File: config.mk
export PLATFORM = sky130hd
export DESIGN_NAME = lamport_mutex_node_flat
export DESIGN_NICKNAME = d
export VERILOG_FILES = /design/src/lmx_pkg.sv /design/src/lmx_req_if.sv /design/src/lmx_res_if.sv /design/src/lmx_queue.sv /design/src/lamport_mutex_node.sv /design/src/flat_wrapper.sv
export SDC_FILE = /design/constraint.sdc
export NUM_CORES = 1
export LEC_CHECK = 0
export ABC_AREA = 1
export BUFFER_PORTS_ARGS = -buffer_cell sky130_fd_sc_hd__buf_2
export CAP_MARGIN = 20
export CORE_UTILIZATION = 60
export CTS_CLUSTER_SIZE = 8
export DETAILED_ROUTE_END_ITERATION = 7
export PLACE_DENSITY = 0.79
export SLEW_MARGIN = 20
export SYNTH_ARGS = -nofsm -noshare
export SYNTH_HDL_FRONTEND = slang
export SYNTH_SLANG_ARGS = --single-unit
File: constraint.sdc
create_clock -name i_clk -period 5.3 [get_ports i_clk]
set_input_delay 0.795 -clock i_clk [delete_from_list [all_inputs] [get_ports i_clk]]
set_output_delay 0.795 -clock i_clk [all_outputs]
set_load 0.05 [all_outputs]
File: src/lmx_pkg.sv
// lmx_pkg: shared types and constants for the lamport mutex node
// no dependencies; imported by the interfaces and all modules
`timescale 1ns / 1ps

package lmx_pkg;

    localparam int NODES_DEF      = 5;
    localparam int CLOCK_BITS_DEF = 8;
    localparam int ID_W           = 3;
    localparam int TS_W           = 8;
    localparam int KIND_W         = 3;
    localparam int SEND_W         = 2;
    localparam int CFG_IDX_W      = 1;
    localparam int CFG_DATA_W     = 8;
    localparam int REPLIES_NEEDED = 2;

    localparam logic [1:0] REPLY_MAX = 2'd3;

    localparam logic [CFG_IDX_W-1:0] CFG_NODE_ID     = 1'd0;
    localparam logic [CFG_IDX_W-1:0] CFG_START_CLOCK = 1'd1;

    typedef enum logic [KIND_W-1:0] {
        REQ_LOCAL   = 3'd0,
        REQ_RECV    = 3'd1,
        REQ_REPLY   = 3'd2,
        REQ_RELEASE = 3'd3,
        REQ_EXIT    = 3'd4
    } t_req_type;

    typedef enum logic [SEND_W-1:0] {
        SEND_NONE    = 2'd0,
        SEND_REQUEST = 2'd1,
        SEND_REPLY   = 2'd2,
        SEND_RELEASE = 2'd3
    } t_send_kind;

    typedef enum logic [1:0] {
        PH_IDLE = 2'd0,
        PH_WAIT = 2'd1,
        PH_CRIT = 2'd2
    } t_phase;

    typedef struct packed {
        logic [KIND_W-1:0] req_type;
        logic [ID_W-1:0]   sender_id;
        logic [TS_W-1:0]   msg_timestamp;
    } t_in_item;

    typedef struct packed {
        logic [SEND_W-1:0] send_kind;
        logic [ID_W-1:0]   dest_id;
        logic [TS_W-1:0]   send_timestamp;
        logic              grant;
        logic [TS_W-1:0]   clock_now;
    } t_out_item;

    typedef struct packed {
        logic            put;
        logic            drop;
        logic [ID_W-1:0] who;
    } t_q_ctl;

endpackage

File: src/lmx_req_if.sv
// lmx_req_if: request channel into the node (valid/ready plus message fields)
// depends on lmx_pkg
`timescale 1ns / 1ps

interface lmx_req_if import lmx_pkg::*; ();
    logic              valid;
    logic              ready;
    logic [KIND_W-1:0] req_type;
    logic [ID_W-1:0]   sender_id;
    logic [TS_W-1:0]   msg_timestamp;

    modport source (output valid, req_type, sender_id, msg_timestamp, input ready);
    modport sink   (input valid, req_type, sender_id, msg_timestamp, output ready);
endinterface

File: src/lmx_res_if.sv
// lmx_res_if: result channel out of the node (valid/ready plus send fields)
// depends on lmx_pkg
`timescale 1ns / 1ps

interface lmx_res_if import lmx_pkg::*; ();
    logic              valid;
    logic              ready;
    logic [SEND_W-1:0] send_kind;
    logic [ID_W-1:0]   dest_id;
    logic [TS_W-1:0]   send_timestamp;
    logic              grant;
    logic [TS_W-1:0]   clock_now;

    modport source (output valid, send_kind, dest_id, send_timestamp, grant, clock_now,
                    input ready);
    modport sink   (input valid, send_kind, dest_id, send_timestamp, grant, clock_now,
                    output ready);
endinterface

File: src/lmx_queue.sv
// lmx_queue: timestamp-ordered request queue, one entry per node id
// depends on lmx_pkg; head check is made on the contents after this update
`timescale 1ns / 1ps

module lmx_queue import lmx_pkg::*; #(
    parameter int NODES   = NODES_DEF,
    parameter int STAMP_W = TS_W
) (
    input  logic               i_clk,
    input  logic               i_rst_n,
    input  logic               i_en,
    input  t_q_ctl             i_ctl,
    input  logic [STAMP_W-1:0] i_stamp,
    input  logic [ID_W-1:0]    i_node_id,
    input  logic [STAMP_W-1:0] i_own_stamp,
    output logic               o_own_head
);

    logic [NODES-1:0] r_valid;
    logic [ID_W-1:0]  r_node  [NODES];
    logic [STAMP_W-1:0] r_stamp [NODES];

    logic [NODES-1:0] n_valid;
    logic [ID_W-1:0]  n_node  [NODES];
    logic [STAMP_W-1:0] n_stamp [NODES];

    logic [NODES-1:0] hit;
    logic [NODES-1:0] own_match;
    logic [NODES-1:0] ahead;
    logic             free_found;

    always_comb begin
        for (int i = 0; i < NODES; i++) begin
            hit[i] = r_valid[i] && (r_node[i] == i_ctl.who);
        end
    end

    always_comb begin
        n_valid    = r_valid;
        n_node     = r_node;
        n_stamp    = r_stamp;
        free_found = 1'b0;
        if (i_ctl.put) begin
            if (|hit) begin
                for (int i = 0; i < NODES; i++) begin
                    if (hit[i]) begin
                        n_stamp[i] = i_stamp;
                    end
                end
            end else begin
                for (int i = 0; i < NODES; i++) begin
                    if (!r_valid[i] && !free_found) begin
                        n_valid[i] = 1'b1;
                        n_node[i]  = i_ctl.who;
                        n_stamp[i] = i_stamp;
                        free_found = 1'b1;
                    end
                end
            end
        end
        if (i_ctl.drop) begin
            for (int i = 0; i < NODES; i++) begin
                if (hit[i]) begin
                    n_valid[i] = 1'b0;
                end
            end
        end
    end

    // own entry present and nothing ordered before it
    always_comb begin
        for (int i = 0; i < NODES; i++) begin
            own_match[i] = n_valid[i] && (n_node[i] == i_node_id)
                           && (n_stamp[i] == i_own_stamp);
            ahead[i]     = n_valid[i] && (n_node[i] != i_node_id)
                           && ((n_stamp[i] < i_own_stamp)
                               || ((n_stamp[i] == i_own_stamp) && (n_node[i] < i_node_id)));
        end
        o_own_head = (|own_match) && !(|ahead);
    end

    always_ff @(posedge i_clk) begin
        if (!i_rst_n) begin
            r_valid <= '0;
        end else if (i_en) begin
            r_valid <= n_valid;
        end
    end

    always_ff @(posedge i_clk) begin
        if (i_en) begin
            r_node  <= n_node;
            r_stamp <= n_stamp;
        end
    end

endmodule

File: src/lamport_mutex_node.sv
// lamport_mutex_node: one node of ring-neighbour Lamport mutual exclusion
// depends on lmx_pkg, lmx_req_if, lmx_res_if and lmx_queue
// The node takes one request per clock cycle when the result side keeps up: an accepted request
// is held in an input register, where the clock update, queue update, head check and phase
// change are all resolved, and its result then moves into an output register. The output
// register frees the input side while a result waits; a stall on the result side holds the
// input register, and then input ready drops. Configuration writes (node id, start clock) take
// effect on the edge they are presented; writing the start clock also loads the Lamport clock.
// No clearing pass is needed after reset.
`timescale 1ns / 1ps

module lamport_mutex_node import lmx_pkg::*; #(
    parameter int NODES      = NODES_DEF,
    parameter int CLOCK_BITS = CLOCK_BITS_DEF
) (
    input  logic                  i_clk,
    input  logic                  i_rst_n,
    input  logic                  i_cfg_we,
    input  logic [CFG_IDX_W-1:0]  i_cfg_idx,
    input  logic [CFG_DATA_W-1:0] i_cfg_data,
    lmx_req_if.sink               i_req,
    lmx_res_if.source             o_res
);

    localparam int STAMP_W = (CLOCK_BITS > TS_W) ? CLOCK_BITS : TS_W;
    localparam logic [STAMP_W-1:0] CLK_MAX = STAMP_W'((64'd1 << CLOCK_BITS) - 64'd1);

    t_in_item               r_s1;
    logic                   r_s1_valid;
    t_out_item              r_out;
    logic                   r_out_valid;

    logic [CLOCK_BITS-1:0]  r_clock;
    logic [CLOCK_BITS-1:0]  r_own_stamp;
    logic [1:0]             r_reply_cnt;
    t_phase                 r_phase;
    logic [ID_W-1:0]        r_node_id;

    logic [CLOCK_BITS-1:0]  n_clock;
    logic [CLOCK_BITS-1:0]  n_own_stamp;
    logic [1:0]             n_reply_cnt;
    t_phase                 n_phase;
    t_out_item              n_out;

    logic                   adv;
    t_req_type              kind;
    logic [STAMP_W-1:0]     ts_ext;
    logic [STAMP_W-1:0]     clk_ext;
    logic [STAMP_W-1:0]     ts_max;
    logic [STAMP_W-1:0]     ts_inc;
    logic [CLOCK_BITS-1:0]  bumped;
    logic                   is_msg;
    logic [STAMP_W-1:0]     n_clock_ext;
    logic [STAMP_W-1:0]     n_own_ext;
    logic [STAMP_W-1:0]     r_own_ext;
    logic [STAMP_W-1:0]     cfg_clock_ext;
    t_q_ctl                 q_ctl;
    logic [STAMP_W-1:0]     q_stamp;
    logic                   own_head;

    assign adv         = r_s1_valid && (!r_out_valid || o_res.ready);
    assign i_req.ready = !r_s1_valid || adv;

    assign o_res.valid          = r_out_valid;
    assign o_res.send_kind      = r_out.send_kind;
    assign o_res.dest_id        = r_out.dest_id;
    assign o_res.send_timestamp = r_out.send_timestamp;
    assign o_res.grant          = r_out.grant;
    assign o_res.clock_now      = r_out.clock_now;

    assign kind    = t_req_type'(r_s1.req_type);
    assign ts_ext  = STAMP_W'(r_s1.msg_timestamp);
    assign clk_ext = STAMP_W'(r_clock);
    assign ts_max  = (ts_ext > clk_ext) ? ts_ext : clk_ext;
    assign ts_inc  = ts_max + STAMP_W'(1);
    assign bumped  = (ts_max >= CLK_MAX) ? CLK_MAX[CLOCK_BITS-1:0] : ts_inc[CLOCK_BITS-1:0];
    assign is_msg  = (kind == REQ_RECV) || (kind == REQ_REPLY) || (kind == REQ_RELEASE);
    assign n_clock = is_msg ? bumped : r_clock;

    assign n_clock_ext   = STAMP_W'(n_clock);
    assign n_own_ext     = STAMP_W'(n_own_stamp);
    assign r_own_ext     = STAMP_W'(r_own_stamp);
    assign cfg_clock_ext = STAMP_W'(i_cfg_data);

    // next state: phase, own stamp, reply count, queue command
    always_comb begin
        n_phase     = r_phase;
        n_own_stamp = r_own_stamp;
        n_reply_cnt = r_reply_cnt;
        q_ctl       = '0;
        q_stamp     = ts_ext;
        case (kind)
            REQ_LOCAL: begin
                if (r_phase == PH_IDLE) begin
                    n_own_stamp = r_clock;
                    n_reply_cnt = 2'd0;
                    n_phase     = PH_WAIT;
                    q_ctl.put   = 1'b1;
                    q_ctl.who   = r_node_id;
                    q_stamp     = clk_ext;
                end
            end
            REQ_RECV: begin
                q_ctl.put = 1'b1;
                q_ctl.who = r_s1.sender_id;
            end
            REQ_REPLY: begin
                if (r_reply_cnt != REPLY_MAX) begin
                    n_reply_cnt = r_reply_cnt + 2'd1;
                end
            end
            REQ_RELEASE: begin
                q_ctl.drop = 1'b1;
                q_ctl.who  = r_s1.sender_id;
            end
            REQ_EXIT: begin
                if (r_phase == PH_CRIT) begin
                    q_ctl.drop = 1'b1;
                    q_ctl.who  = r_node_id;
                    n_phase    = PH_IDLE;
                end
            end
            default: begin
            end
        endcase
        if ((n_phase == PH_WAIT) && (n_reply_cnt >= 2'(REPLIES_NEEDED)) && own_head) begin
            n_phase = PH_CRIT;
        end
    end

    // outputs: outgoing message of this step
    always_comb begin
        n_out                = '0;
        n_out.send_kind      = SEND_NONE;
        n_out.grant          = (n_phase == PH_CRIT);
        n_out.clock_now      = n_clock_ext[TS_W-1:0];
        case (kind)
            REQ_LOCAL: begin
                if (r_phase == PH_IDLE) begin
                    n_out.send_kind      = SEND_REQUEST;
                    n_out.send_timestamp = clk_ext[TS_W-1:0];
                end
            end
            REQ_RECV: begin
                n_out.send_kind      = SEND_REPLY;
                n_out.dest_id        = r_s1.sender_id;
                n_out.send_timestamp = n_clock_ext[TS_W-1:0];
            end
            REQ_EXIT: begin
                if (r_phase == PH_CRIT) begin
                    n_out.send_kind      = SEND_RELEASE;
                    n_out.send_timestamp = r_own_ext[TS_W-1:0];
                end
            end
            default: begin
            end
        endcase
    end

    lmx_queue #(
        .NODES   (NODES),
        .STAMP_W (STAMP_W)
    ) u_queue (
        .i_clk       (i_clk),
        .i_rst_n     (i_rst_n),
        .i_en        (adv),
        .i_ctl       (q_ctl),
        .i_stamp     (q_stamp),
        .i_node_id   (r_node_id),
        .i_own_stamp (n_own_ext),
        .o_own_head  (own_head)
    );

    always_ff @(posedge i_clk) begin
        if (!i_rst_n) begin
            r_s1_valid  <= 1'b0;
            r_out_valid <= 1'b0;
            r_clock     <= '0;
            r_own_stamp <= '0;
            r_reply_cnt <= 2'd0;
            r_phase     <= PH_IDLE;
            r_node_id   <= '0;
        end else begin
            if (i_req.ready) begin
                r_s1_valid <= i_req.valid;
            end
            if (adv) begin
                r_out_valid <= 1'b1;
                r_clock     <= n_clock;
                r_own_stamp <= n_own_stamp;
                r_reply_cnt <= n_reply_cnt;
                r_phase     <= n_phase;
            end else if (o_res.ready) begin
                r_out_valid <= 1'b0;
            end
            if (i_cfg_we) begin
                case (i_cfg_idx)
                    CFG_NODE_ID: begin
                        r_node_id <= i_cfg_data[ID_W-1:0];
                    end
                    CFG_START_CLOCK: begin
                        r_clock <= cfg_clock_ext[CLOCK_BITS-1:0];
                    end
                    default: begin
                    end
                endcase
            end
        end
    end

    always_ff @(posedge i_clk) begin
        if (i_req.valid && i_req.ready) begin
            r_s1.req_type      <= i_req.req_type;
            r_s1.sender_id     <= i_req.sender_id;
            r_s1.msg_timestamp <= i_req.msg_timestamp;
        end
        if (adv) begin
            r_out <= n_out;
        end
    end

`ifndef SYNTHESIS
    a_crit_has_replies: assert property (@(posedge i_clk) disable iff (!i_rst_n)
        (r_phase == PH_CRIT) |-> (r_reply_cnt >= 2'(REPLIES_NEEDED)))
        else $error("critical phase without enough replies");

    a_crit_leaves_to_idle: assert property (@(posedge i_clk) disable iff (!i_rst_n)
        (r_phase == PH_CRIT) |=> ((r_phase == PH_CRIT) || (r_phase == PH_IDLE)))
        else $error("critical phase left to a phase other than idle");

    a_clock_monotonic: assert property (@(posedge i_clk) disable iff (!i_rst_n)
        !(i_cfg_we && (i_cfg_idx == CFG_START_CLOCK)) |=> (r_clock >= $past(r_clock)))
        else $error("lamport clock went backward");

    a_recv_gets_reply: assert property (@(posedge i_clk) disable iff (!i_rst_n)
        (adv && (kind == REQ_RECV)) |=>
            (r_out_valid && (r_out.send_kind == SEND_REPLY)))
        else $error("received request not answered");
`endif

endmodule
File: src/flat_wrapper.sv
// flat-port wrapper written by rule: the top's interface ports become plain ports
module lamport_mutex_node_flat import lmx_pkg::*;
#(
    parameter int NODES      = NODES_DEF,
    parameter int CLOCK_BITS = CLOCK_BITS_DEF
)
  (i_clk, i_rst_n, i_cfg_we, i_cfg_idx, i_cfg_data, i_req_valid, i_req_req_type, i_req_sender_id, i_req_msg_timestamp, i_req_ready, o_res_valid, o_res_send_kind, o_res_dest_id, o_res_send_timestamp, o_res_grant, o_res_clock_now, o_res_ready);
  lmx_req_if i_req_i ();
  lmx_res_if o_res_i ();
  input  logic i_clk;
  input  logic i_rst_n;
  input  logic i_cfg_we;
  input  logic [CFG_IDX_W-1:0] i_cfg_idx;
  input  logic [CFG_DATA_W-1:0] i_cfg_data;
  input wire logic [$bits(i_req_i.valid)-1:0] i_req_valid;
  input wire logic [$bits(i_req_i.req_type)-1:0] i_req_req_type;
  input wire logic [$bits(i_req_i.sender_id)-1:0] i_req_sender_id;
  input wire logic [$bits(i_req_i.msg_timestamp)-1:0] i_req_msg_timestamp;
  output wire logic [$bits(i_req_i.ready)-1:0] i_req_ready;
  output wire logic [$bits(o_res_i.valid)-1:0] o_res_valid;
  output wire logic [$bits(o_res_i.send_kind)-1:0] o_res_send_kind;
  output wire logic [$bits(o_res_i.dest_id)-1:0] o_res_dest_id;
  output wire logic [$bits(o_res_i.send_timestamp)-1:0] o_res_send_timestamp;
  output wire logic [$bits(o_res_i.grant)-1:0] o_res_grant;
  output wire logic [$bits(o_res_i.clock_now)-1:0] o_res_clock_now;
  input wire logic [$bits(o_res_i.ready)-1:0] o_res_ready;
  assign i_req_i.valid = i_req_valid;
  assign i_req_i.req_type = i_req_req_type;
  assign i_req_i.sender_id = i_req_sender_id;
  assign i_req_i.msg_timestamp = i_req_msg_timestamp;
  assign i_req_ready = i_req_i.ready;
  assign o_res_valid = o_res_i.valid;
  assign o_res_send_kind = o_res_i.send_kind;
  assign o_res_dest_id = o_res_i.dest_id;
  assign o_res_send_timestamp = o_res_i.send_timestamp;
  assign o_res_grant = o_res_i.grant;
  assign o_res_clock_now = o_res_i.clock_now;
  assign o_res_i.ready = o_res_ready;
  lamport_mutex_node #(.NODES(NODES), .CLOCK_BITS(CLOCK_BITS)) u_core (.i_clk(i_clk), .i_rst_n(i_rst_n), .i_cfg_we(i_cfg_we), .i_cfg_idx(i_cfg_idx), .i_cfg_data(i_cfg_data), .i_req(i_req_i), .o_res(o_res_i));
endmodule
======== Word-level counts from Yosys, hierarchy flattened ========
Index checks and enable logic that the tools add are counted.
word-level totals
  output and inout bits ................... 24
  register bits after elaboration ......... 121
  logic and storage cells ................. 211
  input bits .............................. 28
cells by class
  $lt $le $gt $ge ......................... 13
  bitwise operators ....................... 1
  mux-type cells .......................... 74
  equality and inequality tests ........... 28
  reduce and logical (&&, ||, !) cells .... 67
  add/sub/neg operators ................... 2
operator list
  operator               number
  $mux W8                22
  $mux W40               2
  $eq A8 B8 Y1           5
  $lt A8 B8 Y1           5
  $logic_and A1 B1 Y1    39
  $eq A3 B3 Y1           10
  $mux W15               2
  $mux W1                25
  $pmux W8 S3            1
  $mux W3                6
  $lt A3 B3 Y1           5
  $mux W5                3
  $ne A3 B3 Y1           5
  $reduce_or A5 Y1       3
  $mux W2                6
  $logic_not A1 Y1       11
  $logic_or A1 B1 Y1     9
  $pmux W3 S3            1
  $add A8 B1 Y8 const B  1
  $ge A8 B8 Y1 const B   1
  $gt A8 B8 Y1           1
  $pmux W2 S2            2
  $eq A3 B2 Y1 const B   2
  $pmux W2 S3            1
  other kinds (15)       17

======== Logic depth before layout (Yosys ltp) ========
  word-level depth ........................ 38
  mapped depth ............................ 35
  mapped depth without buffers ............ 34

======== Modules after synthesis ========
Synthesis repeated with hierarchy kept, for this count alone.
unflattened totals
  cells, all modules ...................... 939
  area, all modules ....................... 7807.5 sq um
by module, submodules not included
  module              times used  cells an instance  area an instance (sq um)  sequential area each (sq um)
  lmx_queue           1           553                4594.4                    1751.7
  lamport_mutex_node  1           386                3213.1                    1581.5

======== Worst setup path before layout ========
OpenSTA, ideal clock, no wires.
  kind .................................... input -> register
  start point ............................. in o_res_ready
  end point ............................... reg u_core.r_out (netlist bit u_core.o_res.clock_now[0]) (enable)
  setup time .............................. 0.471 ns
  path slack .............................. 1.360 ns
  stages .................................. 5
  arrival time ............................ 3.469 ns
  required time ........................... 4.829 ns
  buffers on the path ..................... 1
  cell sequence ........................... inv_1 nand2_1 nand2_1 clkinv_1 clkbuf_1
on the way
  cells in the longest elaborated chain, start to end .. 2
ends and longest elaborated chain
  what                  line                       text
  from (decl)           flat_wrapper.sv:26         input wire logic [$bits(o_res_i.ready)-1:0] o_res_ready;
  $logic_or A1 B1 Y1    lamport_mutex_node.sv:61   assign adv = r_s1_valid && (!r_out_valid || o_res.ready);
  $logic_and A1 B1 Y1   lamport_mutex_node.sv:61
  via u_core.adv        lamport_mutex_node.sv:45   logic adv;
  to (signal assigned)  lamport_mutex_node.sv:218  r_out <= n_out;
  to (decl)             lamport_mutex_node.sv:30   t_out_item r_out;
The timed path passes the listed nets, and every way through them passes these cells.
A chain may end at the register's enable or synchronous reset.

==> results.sh <==
export IMPL_synth_most_common_cell="nand2_1"
export IMPL_synth_top_area_cell="edfxtp_1"
export IMPL_p_leak_nw=4.02
export IMPL_die_width_um=122
export IMPL_synthArstFlopShare=0
export IMPL_finalCritPeriodShare=0.889
export IMPL_max_freq_ghz=0.212
export IMPL_hold_violations=0
export IMPL_critPathRequiredTime_ps=5470
export IMPL_detailed_place_area_um2=9070
export IMPL_die_height_um=122
export IMPL_slew_headroom=0.277
export IMPL_clock_latency_ps=430
export IMPL_arrival_ps=4880
export IMPL_rows=43
export IMPL_ys_flop_type="edfxtp_1"
export IMPL_grt_pass1_wl_um=35400
export IMPL_syn_inst=1113
export IMPL_drt_pass1_iter_count=5
export IMPL_gp_congestion=0.878
export IMPL_yosys_cell_types_count=45
export IMPL_synth_yosys_seq_area_share=0.386
export IMPL_vdd_ir_drop_max_mv=0.219
export IMPL_wl_um=21800
export IMPL_syn_nets=1205
export IMPL_io_pins=52
export IMPL_drive_gt1_frac=0.129
export IMPL_cp_end_kind="flip-flop"
export IMPL_cts_hold_buf=0
export IMPL_detail_route_antenna_nets=0
export IMPL_yosys_register_bits=121
export IMPL_power_density_nw_per_um2=300
export IMPL_start_kind="flip-flop"
export IMPL_finalHoldWorstSlack_ps=498
export IMPL_synth_top_area_frac=0.316
export IMPL_area_growth_pct=11.8
export IMPL_cts_tree="built"
export IMPL_rsz0062_at_grt="false"
export IMPL_cts_sinks=121
export IMPL_cts_setup_buffers=0
export IMPL_swShare=0.323
export IMPL_coreArea_um2=13900
export IMPL_port_buffers=51
export IMPL_switchingPower_w=0.000936
export IMPL_htreeDepth=4
export IMPL_power_frac_clock=0.395
export IMPL_period_needed_ps=4710
export IMPL_min_path_type="reg -> reg"
export IMPL_syn_area_um2=8640
export IMPL_stdcell_area_um2=9660
export IMPL_fin_skew_ps=11.8
export IMPL_grt_ovfl_total=0
export IMPL_comb_power_share=0.215
export IMPL_intPower_w=0.00196
export IMPL_setup_viol_count_final=0
export IMPL_clkTransAtPathRegs_ps=60
export IMPL_start_util=0.620
export IMPL_ys_warnings_count=0
export IMPL_worstPathMaxFanout=34
export IMPL_fin_nets=1254
export IMPL_cts_max_path_buffers=2
export IMPL_drt_first_iter_violations=638
export IMPL_antenna_found_initial=0
export IMPL_cts_resized=0
export IMPL_cts_buffers=17
export IMPL_routedWlPerCell_um=16.1
export IMPL_post_drt_via_cell_ratio=5.86
export IMPL_path_class="reg -> reg"
export IMPL_cap_violations=0
export IMPL_clock_root_buffer="clkbuf_16"
export IMPL_synth_edff_count=91
export IMPL_die_area_um2=14900
export IMPL_tightest_slew_ps=1080
export IMPL_power_frac_seq=0.391
export IMPL_grt_max_degree=71
export IMPL_synth_common_cells="nand2_1 (242), inv_1 (142), o21ai_0 (95)"
export IMPL_antenna_cells=0
export IMPL_setup_tns_ps=0
export IMPL_synth_area_top_cells="edfxtp_1 (32%), nand2_1 (11%), ha_1 (9.3%)"
export IMPL_drcViolationCount=0
export IMPL_grtUsageTotal=0.308
export IMPL_grt_pass1_vias=7323
export IMPL_dp_hpwl_um=15400
export IMPL_slew_violations=0
export IMPL_avgSynthCellArea_um2=7.76
export IMPL_vias=7945
export IMPL_status="finished clean"
[sequential cells by signal, indices dropped and copies added, names as in the netlist]
register / count
u_core.r_s1: 3
u_core.u_queue.r_stamp: 40
u_core.r_reply_cnt: 2
u_core.clk_ext: 8
u_core.ts_ext: 8
u_core.u_queue.r_valid: 5
u_core.o_res.grant: 1
u_core.o_res.send_timestamp: 8
u_core.r_s1_valid: 1
u_core.r_node_id: 3
u_core.o_res.clock_now: 8
u_core.u_queue.r_node: 15
u_core.kind: 3
u_core.o_res.send_kind: 2
u_core.r_own_ext: 8
u_core.r_phase: 2
u_core.o_res.valid: 1
u_core.o_res.dest_id: 3
[critical path, cell delays in order (launching register included)]
cell      delay [ps]
dfxtp_1          450
inv_2             90
nand2_1          160
nor2_1            80
nand2_2          180
nand3_4          180
xor2_1           190
nor2_1           120
nand2_2          120
inv_2            250
nor3_4            60
inv_2            360
buf_12           260
o211ai_1         110
nand3_1           70
o21ai_0          150
ha_1             360
nand2_1           70
nor2_1           140
nand4_1          150
nor3_1           190
a21oi_1           60
a31oi_1          160
nand3_1          110
nand3_1           90
nor2_1            40
nand2_1          110
o21ai_0           90
[cell usage in the layout (no fill, tap or decap), types with 3 or more instances in the layout]
cell       count
clkinv_1       5
o21ai_0       95
a211oi_1       9
inv_8          3
buf_2         51
xor2_1         4
inv_6          5
buf_4         16
a22oi_1        3
o21ai_1       23
nand2_1      241
clkinv_4       4
a31oi_1        3
dfxtp_1       30
clkbuf_16     17
nor2_2         4
edfxtp_1      91
nor2_4         3
inv_2         13
nand3_1       57
inv_1        142
nor3_1         5
nand4_1       10
o211ai_2       9
ha_1          64
nand2_2       12
a21oi_1       83
o211ai_1      70
nor2_1        73
[power by group through the flow]
stage / clock [W] / combinational (W) / sequential [W]
5_1_grt: 0.00119 / 0.000699 / 0.00114
2_1_floorplan: 0 / 0.000423 / 0.00118
6_report: 0.00114 / 0.000622 / 0.00113
4_1_cts: 0.00115 / 0.000616 / 0.00113
3_5_place_dp: 0 / 0.000609 / 0.00115
3_3_place_gp: 0 / 0.000596 / 0.00115
[final cells by class]
cell class / count / area, um2
Multi-Input combinational cell: 793 / 4510
Clock buffer: 17 / 425
Sequential cell: 121 / 3330
Tap cell: 180 / 225
Clock inverter: 15 / 158
Fill cell: 1080 / 4280
Timing Repair Buffer: 68 / 395
Inverter: 161 / 607
[routing by layer]
metal | track usage | wire, um
met5 | 0 | 0
met4 | 0.129 | 515
met3 | 0.0524 | 1510
met2 | 0.518 | 10500
met1 | 0.391 | 9240
[final timing paths]
check                                                        start  slack (ps)                                 end  depth (start not counted)
worst max-delay path                u_core.r_phase[1]$_SDFFE_PN0P_         590        u_core.o_res.grant$_DFFE_PP_                         27
worst min-delay path            u_core.r_reply_cnt[1]$_SDFFE_PN0P_         500  u_core.r_reply_cnt[1]$_SDFFE_PN0P_                          2
worst max register to register      u_core.r_phase[1]$_SDFFE_PN0P_         590        u_core.o_res.grant$_DFFE_PP_                         27
worst min register to register  u_core.r_reply_cnt[1]$_SDFFE_PN0P_         500  u_core.r_reply_cnt[1]$_SDFFE_PN0P_                          2
[through the flow]
stage               total power [W]  setup WS [ps]  cells   util
floorplan                   0.00160           1360   1113      -
global placement            0.00174            813   1322  0.651
detailed placement          0.00176            733   1322  0.651
CTS                         0.00289            713   1354  0.692
global route                0.00302            180   1355  0.693
finish                      0.00290            587   1355  0.693
[cell families after synthesis]
family,share of synthesized area
XOR/XNOR,0.00406
AO/OA/AOI/OAI,0.216
AND/OR/NAND/NOR,0.209
flip-flops,0.386
adder cells (fa/ha/maj),0.0927
buffers and inverters,0.0917
Power figures use the tool's default switching activity.
